`config.mk`:
```
export PLATFORM = sky130hd
export DESIGN_NAME = sst_ctrl
export DESIGN_NICKNAME = d
export VERILOG_FILES = /design/src/hw/rtl/scoped_symbol_table_defines.svh /design/src/hw/rtl/sst_pkg.sv /design/src/hw/rtl/sst_ctrl.sv
export SDC_FILE = /design/constraint.sdc
export NUM_CORES = 1
export LEC_CHECK = 0
export BUFFER_PORTS_ARGS = -buffer_cell sky130_fd_sc_hd__buf_2
export CAP_MARGIN = 20
export CORE_MARGIN = 3
export CORE_UTILIZATION = 25
export CTS_BUF_LIST = sky130_fd_sc_hd__clkbuf_16
export DETAILED_ROUTE_END_ITERATION = 10
export GPL_ROUTABILITY_DRIVEN = 0
export PLACE_DENSITY_LB_ADDON = 0.25
export REMOVE_ABC_BUFFERS = 1
export SLEW_MARGIN = 30
export SYNTH_ARGS = -nofsm -noshare
export SYNTH_HDL_FRONTEND = slang
export SYNTH_SLANG_ARGS = --single-unit
```
`constraint.sdc`:
```
create_clock -name clock -period 5.5 [get_ports clock]
set_clock_uncertainty 0.1 [all_clocks]
set_input_delay 0.825 -clock clock [delete_from_list [all_inputs] [get_ports clock]]
set_output_delay 0.825 -clock clock [all_outputs]
set_load 0.005 [all_outputs]
```
`src/hw/rtl/scoped_symbol_table_defines.svh`:
```
// Assertion macros used by the symbol table RTL.
`ifndef SCOPED_SYMBOL_TABLE_DEFINES_SVH
`define SCOPED_SYMBOL_TABLE_DEFINES_SVH

// Same-cycle implication, disabled while reset is high.
`define SST_ASSERT_NOW(lbl, ante, cons) \
   lbl: assert property (@(posedge clock) disable iff (reset) (ante) |-> (cons)) \
      else $error("symbol table check failed");

// Next-cycle implication, disabled while reset is high.
`define SST_ASSERT_NEXT(lbl, ante, cons) \
   lbl: assert property (@(posedge clock) disable iff (reset) (ante) |=> (cons)) \
      else $error("symbol table check failed");

`endif

```
`src/hw/rtl/sst_pkg.sv`:
```
package sst_pkg;

   localparam int LINE_BITS = 15;

   localparam logic [1:0] KIND_ENTER   = 2'd0;
   localparam logic [1:0] KIND_EXIT    = 2'd1;
   localparam logic [1:0] KIND_DECLARE = 2'd2;
   localparam logic [1:0] KIND_FIND    = 2'd3;

   localparam logic [1:0] STATUS_OK        = 2'd0;
   localparam logic [1:0] STATUS_REFUSED   = 2'd1;
   localparam logic [1:0] STATUS_FULL      = 2'd2;
   localparam logic [1:0] STATUS_SCOPE_OVF = 2'd3;

   typedef struct packed {
      logic                 valid;
      logic [1:0]           status;
      logic [LINE_BITS-1:0] found_line;
   } sst_rsp_type;

endpackage

```
`src/hw/rtl/sst_ctrl.sv`:
```
module sst_ctrl
   import sst_pkg::*;
#(
   parameter int ENTRIES   = 64,
   parameter int KEY_BITS  = 64,
   parameter int MAX_SCOPE = 255
) (
   input  logic                               clock,
   input  logic                               reset,
   input  logic                               start,
   input  logic [1:0]                         req_kind,
   input  logic [63:0]                        req_key,
   input  logic                               req_key_empty,
   input  logic [15:0]                        req_line,
   output logic                               busy,
   output sst_rsp_type                        rsp,
   output logic                               wr_en,
   output logic [$clog2(ENTRIES)-1:0]         wr_addr,
   output logic [KEY_BITS-1:0]                wr_key,
   output logic [LINE_BITS-1:0]               wr_line,
   output logic [$clog2(MAX_SCOPE+1)-1:0]     wr_scope,
   output logic                               rd_en,
   output logic [$clog2(ENTRIES)-1:0]         rd_addr,
   input  logic [KEY_BITS-1:0]                rd_key,
   input  logic [LINE_BITS-1:0]               rd_line,
   input  logic [$clog2(MAX_SCOPE+1)-1:0]     rd_scope
);

   localparam int AW = $clog2(ENTRIES);
   localparam int CW = $clog2(ENTRIES + 1);
   localparam int LW = $clog2(MAX_SCOPE + 1);

   localparam logic S_IDLE = 1'b0;
   localparam logic S_SCAN = 1'b1;

   logic                 state_ff, state_in;
   logic [1:0]           kind_ff, kind_in;
   logic [KEY_BITS-1:0]  key_ff, key_in;
   logic [LINE_BITS-1:0] line_ff, line_in;
   logic [CW-1:0]        count_ff, count_in;
   logic [LW-1:0]        level_ff, level_in;
   logic [CW-1:0]        ptr_ff, ptr_in;
   logic                 rd_valid_ff, rd_valid_in;
   logic [AW-1:0]        rd_addr_ff, rd_addr_in;
   logic [CW-1:0]        ptr_dec;
   logic                 key_hit;
   logic                 in_scope;
   logic                 exhausted;

   assign ptr_dec   = ptr_ff - CW'(1);
   assign key_hit   = rd_valid_ff && (rd_key == key_ff);
   assign in_scope  = rd_scope == level_ff;
   assign exhausted = !rd_valid_ff && (ptr_ff == '0);

   assign busy     = state_ff == S_SCAN;
   assign rd_addr  = rd_addr_in;
   assign wr_addr  = count_ff[AW-1:0];
   assign wr_key   = key_ff;
   assign wr_line  = line_ff;
   assign wr_scope = level_ff;

   always_comb begin
      state_in    = state_ff;
      kind_in     = kind_ff;
      key_in      = key_ff;
      line_in     = line_ff;
      count_in    = count_ff;
      level_in    = level_ff;
      ptr_in      = ptr_ff;
      rd_valid_in = 1'b0;
      rd_addr_in  = rd_addr_ff;
      rd_en       = 1'b0;
      wr_en       = 1'b0;
      rsp         = '0;
      case (state_ff)
         S_IDLE: begin
            if (start) begin
               kind_in = req_kind;
               key_in  = req_key[KEY_BITS-1:0];
               line_in = req_line[LINE_BITS-1:0];
               ptr_in  = count_ff;
               case (req_kind)
                  KIND_ENTER: begin
                     rsp.valid = 1'b1;
                     if (level_ff >= LW'(MAX_SCOPE)) begin
                        rsp.status = STATUS_SCOPE_OVF;
                     end else begin
                        level_in = level_ff + LW'(1);
                     end
                  end
                  KIND_EXIT: begin
                     if (level_ff == '0) begin
                        rsp.valid  = 1'b1;
                        rsp.status = STATUS_REFUSED;
                     end else begin
                        state_in = S_SCAN;
                     end
                  end
                  KIND_DECLARE: begin
                     if (req_key_empty || req_line[15]) begin
                        rsp.valid  = 1'b1;
                        rsp.status = STATUS_REFUSED;
                     end else begin
                        state_in = S_SCAN;
                     end
                  end
                  default: begin
                     if (req_key_empty) begin
                        rsp.valid  = 1'b1;
                        rsp.status = STATUS_REFUSED;
                     end else begin
                        state_in = S_SCAN;
                     end
                  end
               endcase
            end
         end
         S_SCAN: begin
            // walk the stack from the top, one read issued per cycle
            if (ptr_ff != '0) begin
               rd_en       = 1'b1;
               rd_valid_in = 1'b1;
               rd_addr_in  = ptr_dec[AW-1:0];
               ptr_in      = ptr_dec;
            end
            case (kind_ff)
               KIND_EXIT: begin
                  // entries are ordered by scope, so the first outer one ends the pop
                  if (rd_valid_ff && !in_scope) begin
                     rsp.valid = 1'b1;
                     count_in  = CW'(rd_addr_ff) + CW'(1);
                     level_in  = level_ff - LW'(1);
                  end else if (exhausted) begin
                     rsp.valid = 1'b1;
                     count_in  = '0;
                     level_in  = level_ff - LW'(1);
                  end
               end
               KIND_DECLARE: begin
                  if (key_hit && in_scope) begin
                     rsp.valid  = 1'b1;
                     rsp.status = STATUS_REFUSED;
                  end else if ((rd_valid_ff && !in_scope) || exhausted) begin
                     rsp.valid = 1'b1;
                     if (count_ff == CW'(ENTRIES)) begin
                        rsp.status = STATUS_FULL;
                     end else begin
                        wr_en    = 1'b1;
                        count_in = count_ff + CW'(1);
                     end
                  end
               end
               default: begin
                  if (key_hit) begin
                     rsp.valid      = 1'b1;
                     rsp.found_line = rd_line;
                  end else if (exhausted) begin
                     rsp.valid  = 1'b1;
                     rsp.status = STATUS_REFUSED;
                  end
               end
            endcase
            if (rsp.valid) begin
               state_in    = S_IDLE;
               rd_valid_in = 1'b0;
            end
         end
         default: begin
            state_in = S_IDLE;
         end
      endcase
   end

   always_ff @(posedge clock) begin
      if (reset) begin
         state_ff    <= S_IDLE;
         count_ff    <= '0;
         level_ff    <= '0;
         rd_valid_ff <= 1'b0;
      end else begin
         state_ff    <= state_in;
         count_ff    <= count_in;
         level_ff    <= level_in;
         rd_valid_ff <= rd_valid_in;
      end
   end

   always_ff @(posedge clock) begin
      kind_ff    <= kind_in;
      key_ff     <= key_in;
      line_ff    <= line_in;
      ptr_ff     <= ptr_in;
      rd_addr_ff <= rd_addr_in;
   end

endmodule

```
Word-level counts from Yosys, hierarchy flattened. Cells that the tools add are included.

Logic and storage cells: 105. Flip-flop bits (word level): 111. Input port bits: 173. Output and inout port bits: 120.

Multiplexer cells: 53. Reduce and logical (&&, ||, !) cells: 19. $add $sub $neg: 5. Magnitude comparators: 1. Bitwise logic cells: 1. Equality and inequality tests: 17.

Operators by type and width (count): 64-bit == test (1); 7-bit two-way mux (7); 8-bit two-way mux (6); 15-bit two-way mux (3); 7-bit one-hot mux with 2 select lines (2); 3-bit two-way mux (7); 1-bit two-way mux (16); 8-bit one-hot mux with 2 select lines (1); 6-bit two-way mux (2); 2-bit inequality test, second input constant (5); 3-bit one-hot mux with 3 select lines (1); 8-bit by 1-bit adder with 8-bit output, second input constant (1); 8-bit == test (1); 8-bit >= comparator, second input constant (1); 8-bit logical NOT (1); 8-bit by 1-bit subtractor with 8-bit output, second input constant (1); 6-bit by 1-bit adder with 7-bit output, second input constant (1); 7-bit by 1-bit adder with 7-bit output, second input constant (1); 7-bit == test, second input constant (1); 7-bit logical NOT (1); 7-bit nonzero test (1); 7-bit by 1-bit subtractor with 7-bit output, second input constant (1); 2-bit two-way mux (3); 2-bit by 1-bit inequality test with 1-bit output, second input constant (3); 19 further kinds (28).

Longest topological paths before layout.
Depth after elaboration: 10. Mapped depth: 9. Depth with buffers taken out: 8.

Worst setup path after synthesis. No wires, ideal clock.

Path kind: input to output. Start point: in start. End point: out rsp[17] (netlist bit). Path slack: 1.825 ns. Stages: 4. Required time: 4.575 ns. Buffers on the path: 0. Arrival: 2.750 ns. Cells stage by stage: nand2b_4 inv_1 nand2_1 nand3_1.

RTL lines: from (decl) (RTL line sst_ctrl.sv:10) `input logic start,`; to (decl) (RTL line sst_ctrl.sv:16) `output sst_rsp_type rsp,`.

==> results_dict.tcl <==
set metrics [dict create \
    outcome "finished clean" \
    ctsLongestPathBuffers 2 \
    cts.sink_count 111 \
    post-cts-setup-buffer-count 0 \
    final_period_minus_worst_setup_slack_ns 3.90 \
    asyncSetResetFlopFracSynth_pct 0 \
    first_pass_grt_wire_length_microns 26400 \
    path_cells "buf_2 -> xor2_1 -> nor4_1 -> nand4_1 -> nor4_2 -> and4_4 -> and2_1 -> buf_2" \
    hold_viol 0 \
    synth.cells.most_frequent "edfxtp_1, xor2_1, nor2_1" \
    insertion_delay_to_the_later_sink_of_the_worst_skew_pair_ns 0.36 \
    drc_errors 0 \
    grt_pass1_vias 4520 \
    detailedPlace.worstSlack_ns 1.50 \
    arrival_time_at_the_worst_endpoint_ns 2.98 \
    synthesis_warning_total 0 \
    power_leakage_nw 3.34 \
    antenna_cells_inserted 0 \
    clock_tree.htree_level_count 3 \
    biggest_area_consumer_among_synthesized_cells "edfxtp_1" \
    max-vdd-ir-drop_v 0.000156 \
    route.vias.total 4527 \
    ys_dominant_reg_cell "edfxtp_1" \
    synth-edff-count 88 \
    ys_ff_latch 111 \
    first_iter_violations 156 \
    design.die.area_sq_um 23600 \
    fin_crit_sh_pct 70.9 \
    synthesis.area_sq_um 5440 \
    rsz0062_at_grt "no" \
    slew_headroom_pct 49.3 \
    drt-pass1-iter-count 4 \
    post_cts_hold_buffer_count 0 \
    portBuffers 292 \
    chipWidth_microns 154 \
    setup.worst_path.end_class "primary output" \
    global_route.overflow_total 0 \
    grtUsageTotal_pct 14.5 \
    cts_tree "done" \
    worst_path_max_delay_cell "nor4_2" \
    route.detailed.vias_per_inst 4.43 \
    pin_count_of_the_biggest_net_entering_global_routing 57 \
    worst_setup_path_start_kind "primary input" \
    cellPowerDensity_nw_per_um2 287 \
    drt-wirelength-per-cell_microns 17.2 \
    drv_cap 0 \
    finalNetCount 928 \
    postRouteAntennaNets 0 \
    finalSetupTns_ns 0 \
    postSynthCellCount 452 \
    seq_area_frac_synth_pct 57.0 \
    critPathMaxFanout 15 \
    post_cts_resized 0 \
    synth_cell_types 57 \
    cpPeakStageDelay_ns 0.51 \
    detailed_placement_hpwl_microns 14300 \
    synth.most_common_cell "edfxtp_1" \
    initial_core_utilization_pct 25.6 \
    hold_path.class "reg2reg" \
    place_area_sq_um 7160 \
    path_clk_slew_ns 0.08 \
    detail_route.wirelength_microns 17600 \
    final.setup.worst_slack_ns 1.60 \
    area_growth_pct 37.9 \
    timing.reg2reg.setup_slack_ns 2.94 \
    setup_violations 0 \
    postSynthAreaPerCell_sq_um 12.0 \
    io-pin-count 293 \
    fill_cells 2218 \
    final_layout_size_suffix_gt1_share_pct 43.6 \
    achievable-frequency_mhz 256 \
    postLayoutCellArea_sq_um 7500 \
    row_count 53 \
    path_common_cell "buf_2" \
    antenna_found_initial 4 \
    core_area_sq_um 21200 \
    max_slew.worst_pin.slew_ns 0.761 \
    synth_top_cells_by_area "edfxtp_1, xor2_1, dfxtp_1" \
    clk_root_buffer_cell "clkbuf_16" \
    worst-endpoint-required_ns 4.58 \
    share_of_the_synthesized_area_in_the_top_cell_type_pct 48.6 \
    die_h_microns 154 \
    final_max_slew_viol_count 0 \
    crit_type "in2out" \
    tritoncts.num_buffers 9 \
]
-- worst paths after layout --
path	start	end	cells after the start
min reg2reg	count_ff[6]	count_ff[6]	2
min	count_ff[6]	count_ff[6]	2
max	rd_key[21]	rsp[13]	8
max reg2reg	wr_scope[5]	wr_scope[3]	6
-- where the power goes --
group / leakage [nW] / switching [mW] / total, mW / internal, mW
Sequential: 1.05 / 0.0711 / 1.07 / 0.995
Combinational: 2.14 / 0.190 / 0.362 / 0.172
Clock: 0.162 / 0.352 / 0.727 / 0.374
-- layout by cell type (no fill, tap or decap), types with 5 or more instances in the layout --
master / count
nand2_1: 19
xnor2_1: 16
buf_2: 292
edfxtp_1: 88
dfxtp_1: 22
o21ai_0: 12
nand3_1: 12
inv_1: 20
nor3_1: 10
clkbuf_16: 9
ha_1: 13
mux2i_1: 5
nor4_1: 17
and2_1: 17
nand4_1: 8
nor2_1: 29
xor2_1: 63
a21oi_1: 21
-- layout make-up --
type	instances	area, sq um	area share, %
clock buffer	9	225	3.00
clock inverter	7	113	1.50
inverter	22	83.8	1.12
multi-input combinational	303	2160	28.7
sequential	111	3100	41.4
tap	275	344	4.59
timing repair buffer	294	1480	19.7
-- cell families after synthesis --
logic type / after synthesis / share of synthesized area (%)
DFF: 111 / 57.0
AOI/OAI and AO/OA: 67 / 8.46
xor gates and xnor gates: 79 / 12.7
and+or+nand+nor: 138 / 14.2
muxes: 5 / 0.920
buffers and inverters: 38 / 3.33
adders and majority gates: 14 / 3.36
-- registers in the layout (all words and copies together), names as in the netlist --
register,cells
rd_valid_ff,1
wr_line,15
ptr_ff,7
rd_addr_ff,6
busy,1
wr_key,64
count_ff,7
kind_ff,2
wr_scope,8
-- routing by layer --
metal,global-route usage (%),up-vias,routed length (microns)
met4,3.78,8,299
met2,24.9,188,8810
li1,-,2224,-
met1,17.0,2082,6920
met5,0,-,55
met3,5.49,25,1490
-- worst max-delay path: cells and delay by family --
kind                   cells  cell delay (ns)
XOR/XNOR                   1             0.13
buffers and inverters      2             0.20
AND/OR/NAND/NOR            5             1.81
-- through the flow --
step | power (mW) | util [%] | hold WS (ns) | instances
2_1_floorplan | 1.25 | - | 0.376 | 436
3_3_place_gp | 1.46 | 33.8 | 0.411 | 1005
3_5_place_dp | 1.46 | 33.8 | 0.404 | 1005
4_1_cts | 2.20 | 35.4 | 0.419 | 1021
5_1_grt | 2.27 | 35.4 | 0.461 | 1021
6_report | 2.15 | 35.4 | 0.425 | 1021
(Power assumes the default switching activity.)
